==> src/rtl/pvle_pkg.sv <==
package pvle_pkg;

	// Stream payload widths
	localparam int IN_DATA_W  = 152;
	localparam int OUT_DATA_W = 184;

	// Configuration port
	localparam int CFG_IDX_W  = 8;
	localparam int CFG_DATA_W = 32;

	localparam logic [CFG_IDX_W-1:0] REG_MIN_GAP = 8'd0;
	localparam logic [CFG_IDX_W-1:0] REG_BLEND   = 8'd1;

	localparam logic [31:0] MIN_GAP_RESET = 32'd5000000;
	localparam logic [16:0] BLEND_RESET   = 17'd62259;

	// Fixed-point constants
	localparam logic signed [30:0] NS_PER_S      = 31'sd1000000000;
	localparam logic signed [19:0] TWO_PI_Q16    = 20'sd411775;
	localparam logic signed [19:0] PI_Q16_FLOOR  = 20'sd205887;
	localparam logic signed [63:0] HALF_LSB_UP   = 64'sd32768;
	localparam logic signed [63:0] HALF_LSB_DOWN = 64'sd32767;

	// Divider: 33 quotient bits, one per cycle
	localparam int DIV_STEPS = 33;
	localparam int DIV_CNT_W = 6;

	typedef struct packed {
		logic        ovf;
		logic [32:0] quo;
	} pvle_div_res_t;

endpackage

==> src/rtl/pvle_div.sv <==
module pvle_div
	import pvle_pkg::*;
(
	input  logic          clk,
	input  logic          arst_n,
	input  logic          start,
	input  logic [63:0]   num,
	input  logic [62:0]   den,
	output logic          done,
	output pvle_div_res_t res
);

	logic                 busy_q;
	logic                 done_q;
	logic [DIV_CNT_W-1:0] cnt_q;
	logic [62:0]          rem_q;
	logic [32:0]          low_q;
	logic [32:0]          quo_q;
	logic                 ovf_q;
	logic [63:0]          trial;
	logic [63:0]          diff;
	logic                 fits;

	// Shift in the next numerator bit and try one subtract
	assign trial = {rem_q, low_q[32]};
	assign diff  = trial - {1'b0, den};
	assign fits  = trial >= {1'b0, den};

	// Sequence the steps
	always_ff @(posedge clk or negedge arst_n) begin
		if (!arst_n) begin
			busy_q <= 1'b0;
			done_q <= 1'b0;
			cnt_q  <= '0;
		end else begin
			done_q <= 1'b0;
			if (start) begin
				busy_q <= 1'b1;
				cnt_q  <= DIV_CNT_W'(DIV_STEPS);
			end else if (busy_q) begin
				cnt_q <= cnt_q - 1'b1;
				if (cnt_q == DIV_CNT_W'(1)) begin
					busy_q <= 1'b0;
					done_q <= 1'b1;
				end
			end
		end
	end

	// Restoring division, quotient bits from the top down
	always_ff @(posedge clk) begin
		if (start) begin
			rem_q <= {32'b0, num[63:33]};
			low_q <= num[32:0];
			quo_q <= '0;
			// quotient of 2^33 or more: saturate later
			ovf_q <= {33'b0, num[63:33]} >= {1'b0, den};
		end else if (busy_q) begin
			rem_q <= fits ? diff[62:0] : trial[62:0];
			low_q <= {low_q[31:0], 1'b0};
			quo_q <= {quo_q[31:0], fits};
		end
	end

	assign done    = done_q;
	assign res.ovf = ovf_q;
	assign res.quo = quo_q;

endmodule

==> src/rtl/pose_velocity_lowpass_estimator_core.sv <==
// Channel    Direction  Handshake                   Payload
// s_axis     in         s_axis_tvalid/tready        pose and stamp
// m_axis     out        m_axis_tvalid/tready        pose and filtered rates
// cfg        in         cfg_valid/cfg_ready         cfg_index, cfg_data
//
// A pose after the first passes the gap check (ST_GAP, ST_CHK), then x, y and
// heading in turn through the 33-step shared divider, and a load of the output.
// The first pose goes straight to the output load; a dropped pose ends at the check.
// Reset clears the history, so the next pose counts as the first.
// A finished result waits in the output register; the next pose is taken
// meanwhile and holds in its final step until the output is free.
module pose_velocity_lowpass_estimator_core
	import pvle_pkg::*;
(
	input  logic                  clk,
	input  logic                  arst_n,
	input  logic                  s_axis_tvalid,
	output logic                  s_axis_tready,
	// pose_x[31:0], pose_y[63:32], heading[82:64], stamp_ns[145:83], zeros
	input  logic [IN_DATA_W-1:0]  s_axis_tdata,
	output logic                  m_axis_tvalid,
	input  logic                  m_axis_tready,
	// out_x[31:0], out_y[63:32], out_heading[82:64], vel_x[114:83],
	// vel_y[146:115], yaw_rate[178:147], zeros
	output logic [OUT_DATA_W-1:0] m_axis_tdata,
	input  logic                  cfg_valid,
	output logic                  cfg_ready,
	input  logic [CFG_IDX_W-1:0]  cfg_index,
	input  logic [CFG_DATA_W-1:0] cfg_data
);

	typedef enum logic [3:0] {
		ST_IDLE,
		ST_GAP,
		ST_CHK,
		ST_DELTA,
		ST_MUL,
		ST_ADD,
		ST_DIV,
		ST_WAIT,
		ST_SAT,
		ST_DIFF,
		ST_BMUL,
		ST_BADD,
		ST_RND,
		ST_DONE
	} state_t;

	localparam logic [1:0] LANE_X = 2'd0;
	localparam logic [1:0] LANE_Y = 2'd1;
	localparam logic [1:0] LANE_H = 2'd2;

	state_t state_q;
	logic [1:0] lane_q;
	logic primed_q;
	logic out_valid_q;
	logic [OUT_DATA_W-1:0] out_data_q;

	// Configuration
	logic [31:0] min_gap_q;
	logic [16:0] blend_q;

	// History
	logic signed [31:0] last_x_q;
	logic signed [31:0] last_y_q;
	logic signed [18:0] last_h_q;
	logic signed [31:0] last_vx_q;
	logic signed [31:0] last_vy_q;
	logic signed [31:0] last_wz_q;
	logic [62:0] last_stamp_q;

	// Current pose
	logic signed [31:0] px_q;
	logic signed [31:0] py_q;
	logic signed [18:0] ph_q;
	logic [62:0] st_q;

	// Working registers
	logic [62:0] gap_q;
	logic borrow_q;
	logic neg_q;
	logic [32:0] mag_q;
	logic signed [63:0] prod_q;
	logic signed [63:0] num_q;
	logic signed [31:0] raw_q;
	logic signed [32:0] diff_q;
	logic signed [31:0] vx_q;
	logic signed [31:0] vy_q;
	logic signed [31:0] wz_q;

	logic in_accept;
	logic [63:0] gap_full;
	logic [31:0] min_eff;
	logic signed [19:0] dh_raw;
	logic signed [19:0] dh_wrap;
	logic signed [32:0] delta;
	logic signed [31:0] prev_vel;
	logic [15:0] a_eff;
	logic signed [33:0] mul_a;
	logic signed [30:0] mul_b;
	logic signed [64:0] mul_p;
	logic signed [63:0] add_b;
	logic signed [63:0] add_sum;
	logic signed [63:0] rnd;
	logic signed [31:0] sat_val;
	logic div_start;
	logic div_done;
	pvle_div_res_t div_res;

	assign in_accept     = s_axis_tvalid && s_axis_tready;
	assign s_axis_tready = (state_q == ST_IDLE);
	assign cfg_ready     = 1'b1;
	assign m_axis_tvalid = out_valid_q;
	assign m_axis_tdata  = out_data_q;
	assign div_start     = (state_q == ST_DIV);

	// Gap against the last stamp kept in the history, with borrow for backward stamps
	assign gap_full = {1'b0, st_q} - {1'b0, last_stamp_q};
	assign min_eff  = (min_gap_q == 32'd0) ? 32'd1 : min_gap_q;

	// Heading delta, wrapped into [-pi, pi]
	assign dh_raw = {ph_q[18], ph_q} - {last_h_q[18], last_h_q};
	always_comb begin
		dh_wrap = dh_raw;
		if (dh_raw > PI_Q16_FLOOR) begin
			dh_wrap = dh_raw - TWO_PI_Q16;
		end else if (dh_raw < -PI_Q16_FLOOR) begin
			dh_wrap = dh_raw + TWO_PI_Q16;
		end
	end

	// Select the lane's delta and previous rate
	always_comb begin
		case (lane_q)
			LANE_X: begin
				delta    = {px_q[31], px_q} - {last_x_q[31], last_x_q};
				prev_vel = last_vx_q;
			end
			LANE_Y: begin
				delta    = {py_q[31], py_q} - {last_y_q[31], last_y_q};
				prev_vel = last_vy_q;
			end
			default: begin
				delta    = {{13{dh_wrap[19]}}, dh_wrap};
				prev_vel = last_wz_q;
			end
		endcase
	end

	// Coefficient at or above one disables the blend
	assign a_eff = blend_q[16] ? 16'd0 : blend_q[15:0];

	// Shared multiplier: |delta| * 1e9, or a * (prev - raw)
	always_comb begin
		if (state_q == ST_BMUL) begin
			mul_a = {diff_q[32], diff_q};
			mul_b = {15'b0, a_eff};
		end else begin
			mul_a = {1'b0, mag_q};
			mul_b = NS_PER_S;
		end
	end
	assign mul_p = mul_a * mul_b;

	// Shared adder: add half the gap for rounding, or raw * 65536 for the blend
	assign add_b   = (state_q == ST_ADD) ? {2'b0, gap_q[62:1]}
	                                     : {{16{raw_q[31]}}, raw_q, 16'b0};
	assign add_sum = prod_q + add_b;

	// Round half away from zero on the divide by 65536
	assign rnd = num_q + (num_q[63] ? HALF_LSB_DOWN : HALF_LSB_UP);

	// Saturate the signed quotient to 32 bits
	always_comb begin
		if (neg_q) begin
			if (div_res.ovf || div_res.quo[32:31] != 2'b00) begin
				sat_val = 32'sh8000_0000;
			end else begin
				sat_val = -$signed(div_res.quo[31:0]);
			end
		end else begin
			if (div_res.ovf || div_res.quo[32:31] != 2'b00) begin
				sat_val = 32'sh7FFF_FFFF;
			end else begin
				sat_val = $signed(div_res.quo[31:0]);
			end
		end
	end

	pvle_div u_div (
		.clk    (clk),
		.arst_n (arst_n),
		.start  (div_start),
		.num    (num_q),
		.den    (gap_q),
		.done   (div_done),
		.res    (div_res)
	);

	// Sequencer, history and output register
	always_ff @(posedge clk or negedge arst_n) begin
		if (!arst_n) begin
			state_q      <= ST_IDLE;
			lane_q       <= LANE_X;
			primed_q     <= 1'b0;
			out_valid_q  <= 1'b0;
			min_gap_q    <= MIN_GAP_RESET;
			blend_q      <= BLEND_RESET;
			last_x_q     <= '0;
			last_y_q     <= '0;
			last_h_q     <= '0;
			last_vx_q    <= '0;
			last_vy_q    <= '0;
			last_wz_q    <= '0;
			last_stamp_q <= '0;
		end else begin
			if (cfg_valid && cfg_ready) begin
				if (cfg_index == REG_MIN_GAP) begin
					min_gap_q <= cfg_data;
				end else if (cfg_index == REG_BLEND) begin
					blend_q <= cfg_data[16:0];
				end
			end
			// release a taken result unless a new one is loaded below
			if (out_valid_q && m_axis_tready && state_q != ST_DONE) begin
				out_valid_q <= 1'b0;
			end
			case (state_q)
				ST_IDLE: begin
					if (in_accept) begin
						state_q <= primed_q ? ST_GAP : ST_DONE;
					end
				end
				ST_GAP: begin
					state_q <= ST_CHK;
				end
				ST_CHK: begin
					// drop close or backward stamps without touching the history
					if (borrow_q || gap_q < {31'b0, min_eff}) begin
						state_q <= ST_IDLE;
					end else begin
						lane_q  <= LANE_X;
						state_q <= ST_DELTA;
					end
				end
				ST_DELTA: state_q <= ST_MUL;
				ST_MUL:   state_q <= ST_ADD;
				ST_ADD:   state_q <= ST_DIV;
				ST_DIV:   state_q <= ST_WAIT;
				ST_WAIT: begin
					if (div_done) begin
						state_q <= ST_SAT;
					end
				end
				ST_SAT:  state_q <= ST_DIFF;
				ST_DIFF: state_q <= ST_BMUL;
				ST_BMUL: state_q <= ST_BADD;
				ST_BADD: state_q <= ST_RND;
				ST_RND: begin
					if (lane_q == LANE_H) begin
						state_q <= ST_DONE;
					end else begin
						lane_q  <= lane_q + 1'b1;
						state_q <= ST_DELTA;
					end
				end
				ST_DONE: begin
					// hold until the output register is free
					if (!out_valid_q || m_axis_tready) begin
						out_valid_q  <= 1'b1;
						primed_q     <= 1'b1;
						last_x_q     <= px_q;
						last_y_q     <= py_q;
						last_h_q     <= ph_q;
						last_vx_q    <= vx_q;
						last_vy_q    <= vy_q;
						last_wz_q    <= wz_q;
						last_stamp_q <= st_q;
						state_q      <= ST_IDLE;
					end
				end
				default: state_q <= ST_IDLE;
			endcase
		end
	end

	// Datapath registers
	always_ff @(posedge clk) begin
		if (in_accept) begin
			px_q <= s_axis_tdata[31:0];
			py_q <= s_axis_tdata[63:32];
			ph_q <= s_axis_tdata[82:64];
			st_q <= s_axis_tdata[145:83];
			vx_q <= '0;
			vy_q <= '0;
			wz_q <= '0;
		end
		case (state_q)
			ST_GAP: begin
				gap_q    <= gap_full[62:0];
				borrow_q <= gap_full[63];
			end
			ST_DELTA: begin
				neg_q <= delta[32];
				mag_q <= delta[32] ? 33'(-delta) : 33'(delta);
			end
			ST_MUL:  prod_q <= mul_p[63:0];
			ST_ADD:  num_q  <= add_sum;
			ST_SAT:  raw_q  <= sat_val;
			ST_DIFF: diff_q <= {prev_vel[31], prev_vel} - {raw_q[31], raw_q};
			ST_BMUL: prod_q <= mul_p[63:0];
			ST_BADD: num_q  <= add_sum;
			ST_RND: begin
				case (lane_q)
					LANE_X:  vx_q <= rnd[47:16];
					LANE_Y:  vy_q <= rnd[47:16];
					default: wz_q <= rnd[47:16];
				endcase
			end
			ST_DONE: begin
				if (!out_valid_q || m_axis_tready) begin
					out_data_q <= {5'b0, wz_q, vy_q, vx_q, ph_q, py_q, px_q};
				end
			end
			default: ;
		endcase
	end

endmodule

==> config.mk <==
export PLATFORM = sky130hd
export DESIGN_NAME = pose_velocity_lowpass_estimator_core
export DESIGN_NICKNAME = d
export VERILOG_FILES = /design/src/rtl/pvle_pkg.sv /design/src/rtl/pvle_div.sv /design/src/rtl/pose_velocity_lowpass_estimator_core.sv
export SDC_FILE = /design/constraint.sdc
export NUM_CORES = 2
export LEC_CHECK = 0
export BUFFER_PORTS_ARGS = -buffer_cell sky130_fd_sc_hd__buf_2
export CAP_MARGIN = 0
export CORE_MARGIN = 4
export CORE_UTILIZATION = 35
export CTS_BUF_LIST = sky130_fd_sc_hd__clkbuf_16
export CTS_CLUSTER_DIAMETER = 200
export CTS_CLUSTER_SIZE = 14
export DETAILED_ROUTE_END_ITERATION = 8
export PLACE_DENSITY = 0.54
export SYNTH_ARGS = -nofsm -noshare
export SYNTH_HDL_FRONTEND = slang
export SYNTH_SLANG_ARGS = --single-unit
==> constraint.sdc <==
create_clock -name clk -period 10.34 [get_ports clk]
set_input_delay 1.551 -clock clk [delete_from_list [all_inputs] [get_ports clk]]
set_output_delay 1.551 -clock clk [all_outputs]
set_load 0.1 [all_outputs]
# After elaboration in Yosys (flattened, before gate mapping)
# Cells that the tools add are included.
dict set report word_totals {
  ff_bits 1149
  latchBits 0
  ram_bits 0
  romBits 0
  inputBits 197
  output_inout_bits 187
  memories 0
}
dict set report op_classes {
  n_addsub 14
  n_mul 1
  n_div 0
  order_cmp 5
  n_eq_ne 23
  shift 0
  n_mux 49
  bitwise_logic 1
  reduce_logical 22
}
# cell count
set ops {}
lappend ops {{32-bit 2-to-1 mux} 14}
lappend ops {{32-bit by 32-bit subtractor with 33-bit output} 3}
lappend ops {{33-bit 2-to-1 mux} 2}
lappend ops {{33-bit case mux with 2 select lines} 1}
lappend ops {{64-bit adder} 1}
lappend ops {{64-bit by 63-bit greater-or-equal comparator with 1-bit output} 1}
lappend ops {{34-bit by 31-bit multiplier with 64-bit output} 1}
lappend ops {{64-bit 2-to-1 mux} 1}
lappend ops {{32-bit case mux with 2 select lines} 1}
lappend ops {{63-bit by 63-bit subtractor with 64-bit output} 1}
lappend ops {{31-bit by 63-bit greater-or-equal comparator with 1-bit output} 1}
lappend ops {{63-bit by 32-bit < comparator with 1-bit output} 1}
lappend ops {{63-bit 2-to-1 mux} 1}
lappend ops {{63-bit subtractor} 1}
lappend ops {{31-bit 2-to-1 mux} 2}
lappend ops {{4-bit case mux with 14 select lines} 1}
lappend ops {{48-bit by 17-bit adder with 48-bit output} 1}
lappend ops {{20-bit 2-to-1 mux} 2}
lappend ops {{34-bit 2-to-1 mux} 1}
lappend ops {{33-bit negator} 1}
lappend ops {{32-bit logical NOT} 1}
lappend ops {{16-bit 2-to-1 mux} 2}
lappend ops {{32-bit negator} 1}
lappend ops {{30-bit 2-to-1 mux} 1}
lappend ops {{34 further kinds} 72}

# Longest topological paths before layout
dict set report depth {
  word_depth 7
  ltp_mapped 41
}

# By module
# Synthesis repeated with hierarchy kept, for this count alone.
dict set report hier_totals {
  hier_cells 9150
  hier_area_um2 91312.6
}
# mod instances cells_per_inst area_each_um2
set modules_own_cells {}
lappend modules_own_cells {pose_velocity_lowpass_estimator_core 1 7871 80493.4}
lappend modules_own_cells {pvle_div 1 1279 10819.1}

# Worst setup path after synthesis
# No wires, ideal clock.
dict set report synth_path {
  path_kind {flip-flop to flip-flop}
  startpoint {register state_q[2]}
  endpoint {register prod_q[63] (data pin)}
  setup_ns 0.260
  arrival_ns 9.235
  t_required_ns 10.080
  setup_slack_ns 0.845
  stages_incl_launch_ff 35
  cell_sequence {dfrtp_1 clkbuf_1 nand2b_1 nand2b_1 clkbuf_1 nor2_1 nand2_1 clkbuf_1 nor2_1 fa_1 fa_1 inv_1 fa_1 fa_1 fa_1 inv_1 fa_1 fa_1 fa_1 ha_1 a21o_1 a21o_1 a21o_1 a211oi_1 o21a_1 a31oi_1 a221o_1 a31o_2 a31oi_1 a31oi_1 a41o_1 o21a_1 a221o_1 a21oi_1 xnor2_1}
}
dict set report synth_via {
  elab_chain_len 3
}
# item line_no
set synth_rtl {}
lappend synth_rtl {{from (decl)} pose_velocity_lowpass_estimator_core.sv:53} ;# state_t state_q;
lappend synth_rtl {{from (signal assigned)} pose_velocity_lowpass_estimator_core.sv:231} ;# state_q <= primed_q ? ST_GAP : ST_DONE;
lappend synth_rtl {{4-bit == test (*)} pose_velocity_lowpass_estimator_core.sv:155} ;# if (state_q == ST_BMUL) begin
lappend synth_rtl {{34-bit 2-to-1 mux or 30-bit 2-to-1 mux (tied branches)} pose_velocity_lowpass_estimator_core.sv:155}
lappend synth_rtl {{34-bit by 31-bit multiplier with 64-bit output (*)} pose_velocity_lowpass_estimator_core.sv:163} ;# assign mul_p = mul_a * mul_b;
lappend synth_rtl {{via mul_p[63]} pose_velocity_lowpass_estimator_core.sv:101} ;# logic signed [64:0] mul_p;
lappend synth_rtl {{to (signal assigned)} pose_velocity_lowpass_estimator_core.sv:307} ;# ST_MUL: prod_q <= mul_p[63:0];
lappend synth_rtl {{to (signal assigned)} pose_velocity_lowpass_estimator_core.sv:311} ;# ST_BMUL: prod_q <= mul_p[63:0];
lappend synth_rtl {{to (decl)} pose_velocity_lowpass_estimator_core.sv:83} ;# logic signed [63:0] prod_q;
# The timed path passes the listed nets; every way through them passes the cells marked *.
# A chain may end at the register's enable or synchronous reset.

# Worst setup path in the final report
dict set report layout_path {
  startpoint {register state_q[2]}
  endpoint {register prod_q[62] (data pin)}
}
# Same word-level chain as after synthesis.

==> impl_metrics.env <==
export IMPL_status="complete, no violations"
export IMPL_layout_nets=11100
export IMPL_met1_length_mm=122
export IMPL_synth_most_common_cell="inv_1"
export IMPL_hold_viol_final=0
export IMPL_drt_pass1_iterations=6
export IMPL_grt_pass1_wl_mm=419
export IMPL_detail_route_antenna_nets=0
export IMPL_min_path_cells=0
export IMPL_cts_setup_buffers=0
export IMPL_synthTopCellsByCount="inv_1, nand2_1, fa_1, nor2_1, edfxtp_1"
export IMPL_synthXorXnorAreaFrac=0.0452
export IMPL_cp_start_kind="flip-flop"
export IMPL_reg2reg_setup_slack_ns=0.36
export IMPL_fp_coreArea_um2=255000
export IMPL_ys_warn_count=0
export IMPL_wl_met3_mm=14.6
export IMPL_grt_pass1_vias=67500
export IMPL_hold_path_class="flip-flop to flip-flop"
export IMPL_path_common_cell="fa_1"
export IMPL_cts_buffers=93
export IMPL_rsz0062_at_grt="false"
export IMPL_dr_max_layer_used="met5"
export IMPL_die_area_um2=265000
export IMPL_cts_tree="yes"
export IMPL_clk_latency_ns=0.79
export IMPL_timing_rr_end="prod_q[62]"
export IMPL_arrival_ns=10.45
export IMPL_totalWireLength_mm=277
export IMPL_critPathLaunch="state_q[2]"
export IMPL_nFillCells=25100
export IMPL_drc=0
export IMPL_async_flop_share=0.267
export IMPL_synthAdderAreaFrac=0.276
export IMPL_die_h_um=515
export IMPL_syn_area_um2=89900
export IMPL_cts_htree_levels=3
export IMPL_fin_crit_ns=9.98
export IMPL_syn_instance_count=8964
export IMPL_placed_cells=12700
export IMPL_required_ns=10.81
export IMPL_worst_setup_path_type="flip-flop to flip-flop"
export IMPL_synth_edf_count=681
export IMPL_synth_top_area_share=0.227
export IMPL_clk_pin_slew_ns=0.07
export IMPL_root_buffer="clkbuf_16"
export IMPL_synthMuxAreaShare=0.0204
export IMPL_cts_sinks=1149
export IMPL_synth_ff_type="edfxtp_1"
export IMPL_ys_ff_latch=1149
export IMPL_finalSetupViolCount=0
export IMPL_final_util=0.393
export IMPL_drive_above_1_share=0.108
export IMPL_grt_max_degree=192
export IMPL_tns_ns=0
export IMPL_die_w_um=515
export IMPL_r2r_start="state_q[2]"
export IMPL_fin_skew_ns=0.0761
export IMPL_synthTopCellsByArea="edfxtp_1, fa_1, ha_1"
export IMPL_grt_usage=0.207
export IMPL_portBuffers=371
export IMPL_worst_pin_slew_ns=1.28
export IMPL_synthSimpleGateAreaFrac=0.124
export IMPL_met2_length_mm=131
export IMPL_worstHoldEndpoint="m_axis_tdata[135]"
export IMPL_dp_hpwl_mm=226
export IMPL_slew_limit_headroom=0.141
export IMPL_finalCritPeriodShare=0.965
export IMPL_finalWeightedCongestion=0.965
export IMPL_synth_top_family_by_area="adder cells"
export IMPL_floorplan_rows=185
export IMPL_crit_slowest_cell="fa_1"
export IMPL_cts_buffer_depth=3
export IMPL_start_util=0.353
export IMPL_holdCritStartpoint="vy_q[20]"
export IMPL_antenna_found_initial=33
export IMPL_ff2ff_path_depth=36
export IMPL_synth_cell_type_count=106
export IMPL_io_pins=384
export IMPL_yosysSeqAreaShare=0.349
export IMPL_gr_total_overflow=0
export IMPL_drt_iter0_markers=5083
export IMPL_crit_path_max_incr_delay_ns=0.63
export IMPL_path_max_fanout=28
export IMPL_endpoint_kind="flip-flop"
export IMPL_area_growth_pct=11.4
export IMPL_wl_per_cell_um=21.5
export IMPL_instances_no_fill=12900
export IMPL_vias=66600
export IMPL_fmax_mhz=100
export IMPL_drv_slew=0
export IMPL_synth_compound_area_share=0.125
export IMPL_via_per_inst=5.17
export IMPL_avgSynthCellArea_um2=10.0
export IMPL_synth_top_cell_by_area="edfxtp_1"
export IMPL_maxCapViolCount=0
==> kinds of logic after synthesis <==
group	Yosys count
AO/OA/AOI/OAI	1774
buffers and inverters	1439
other	2
flip-flops	1149
XOR/XNOR	462
adder cells (fa/ha/maj)	1479
AND/OR/NAND/NOR	2491
multiplexers	168
==> critical path, delay by kind of cell (launching register included) <==
family / cells / cell delay, ns
AOI/OAI and AO/OA: 10 / 2.04
xor gates and xnor gates: 1 / 0.15
and+or+nand+nor: 8 / 1.48
adders and majority gates: 9 / 4.45
buffers and inverters: 8 / 1.15
DFF: 1 / 0.38
==> repair_timing <==
action / 4_1_cts / 5_1_grt
endpoints found under the setup margin: 0 / 2
hold buffers: 0 / 0
gates resized for setup: 0 / 6
==> state kept, by name, indices dropped and copies added (netlist names), 33 cells and up <==
register      cells
diff_q           33
gap_q            63
last_stamp_q     63
m_axis_tdata    179
mag_q            33
num_q            64
prod_q           64
st_q             63
u_div.low_q      33
u_div.quo_q      33
u_div.rem_q      63
==> worst max path at each step <==
stage | slack [ns] | endpoint | cells past startpoint
6_report | 0.36 | prod_q[62] | 36
5_1_grt | 0.002 | prod_q[62] | 36
4_1_cts | 0.32 | prod_q[63] | 35
3_5_place_dp | 0.41 | prod_q[63] | 35
3_3_place_gp | 0.45 | prod_q[62] | 36
2_1_floorplan | 0.84 | prod_q[63] | 34
==> layer usage <==
layer	global-route usage	vias to the layer above
met5	0	-
met4	0.0650	2
met3	0.0219	311
met2	0.342	1782
met1	0.285	33400
li1	-	31200
==> through the flow <==
step | cell area (um2) | setup slack [ns] | hold WS, ns
CTS | 100000 | 0.323 | 0.426
global route | 100000 | 0.00244 | 0.460
finish | 100000 | 0.358 | 0.440
detailed placement | 97300 | 0.415 | 0.435
global placement | 97300 | 0.445 | 0.436
floorplan | 90000 | 0.845 | 0.424
==> final cells by class <==
cell class	instances	area [um2]	area share
multi-input combinational	6393	53300	0.532
clock inverter	81	488	0.00487
inverter	1114	4180	0.0417
antenna	17	42.5	0.000425
sequential	1149	31400	0.313
clock buffer	94	2350	0.0235
tap	3366	4210	0.0420
timing repair buffer	667	4260	0.0426
==> cells in the final DEF (no fill, tap or decap), types with 21 or more instances in the layout <==
cell,instances
nor3_1,89
dfxtp_1,161
clkbuf_16,94
a22oi_1,53
a31oi_1,34
nand2_1,977
edfxtp_1,681
o21ai_0,511
fa_1,839
mux2_2,122
a21o_1,221
nor4_1,44
a211oi_1,51
buf_4,282
o211ai_1,22
nand4_1,67
and2_1,49
or3_1,49
a31o_2,21
xnor2_1,289
buf_2,370
and4_1,22
nand2b_1,68
dfrtp_1,288
nor2b_1,83
nor2_1,746
xor2_1,172
mux2i_1,46
inv_1,1182
a21oi_1,466
o21a_1,49
o21bai_1,80
o31ai_1,29
or2_2,26
nand3_1,125
and3_1,67
ha_1,638
Power is not shown: default switching activity piles up to over one toggle a cycle in this logic, so the estimate is an artifact.
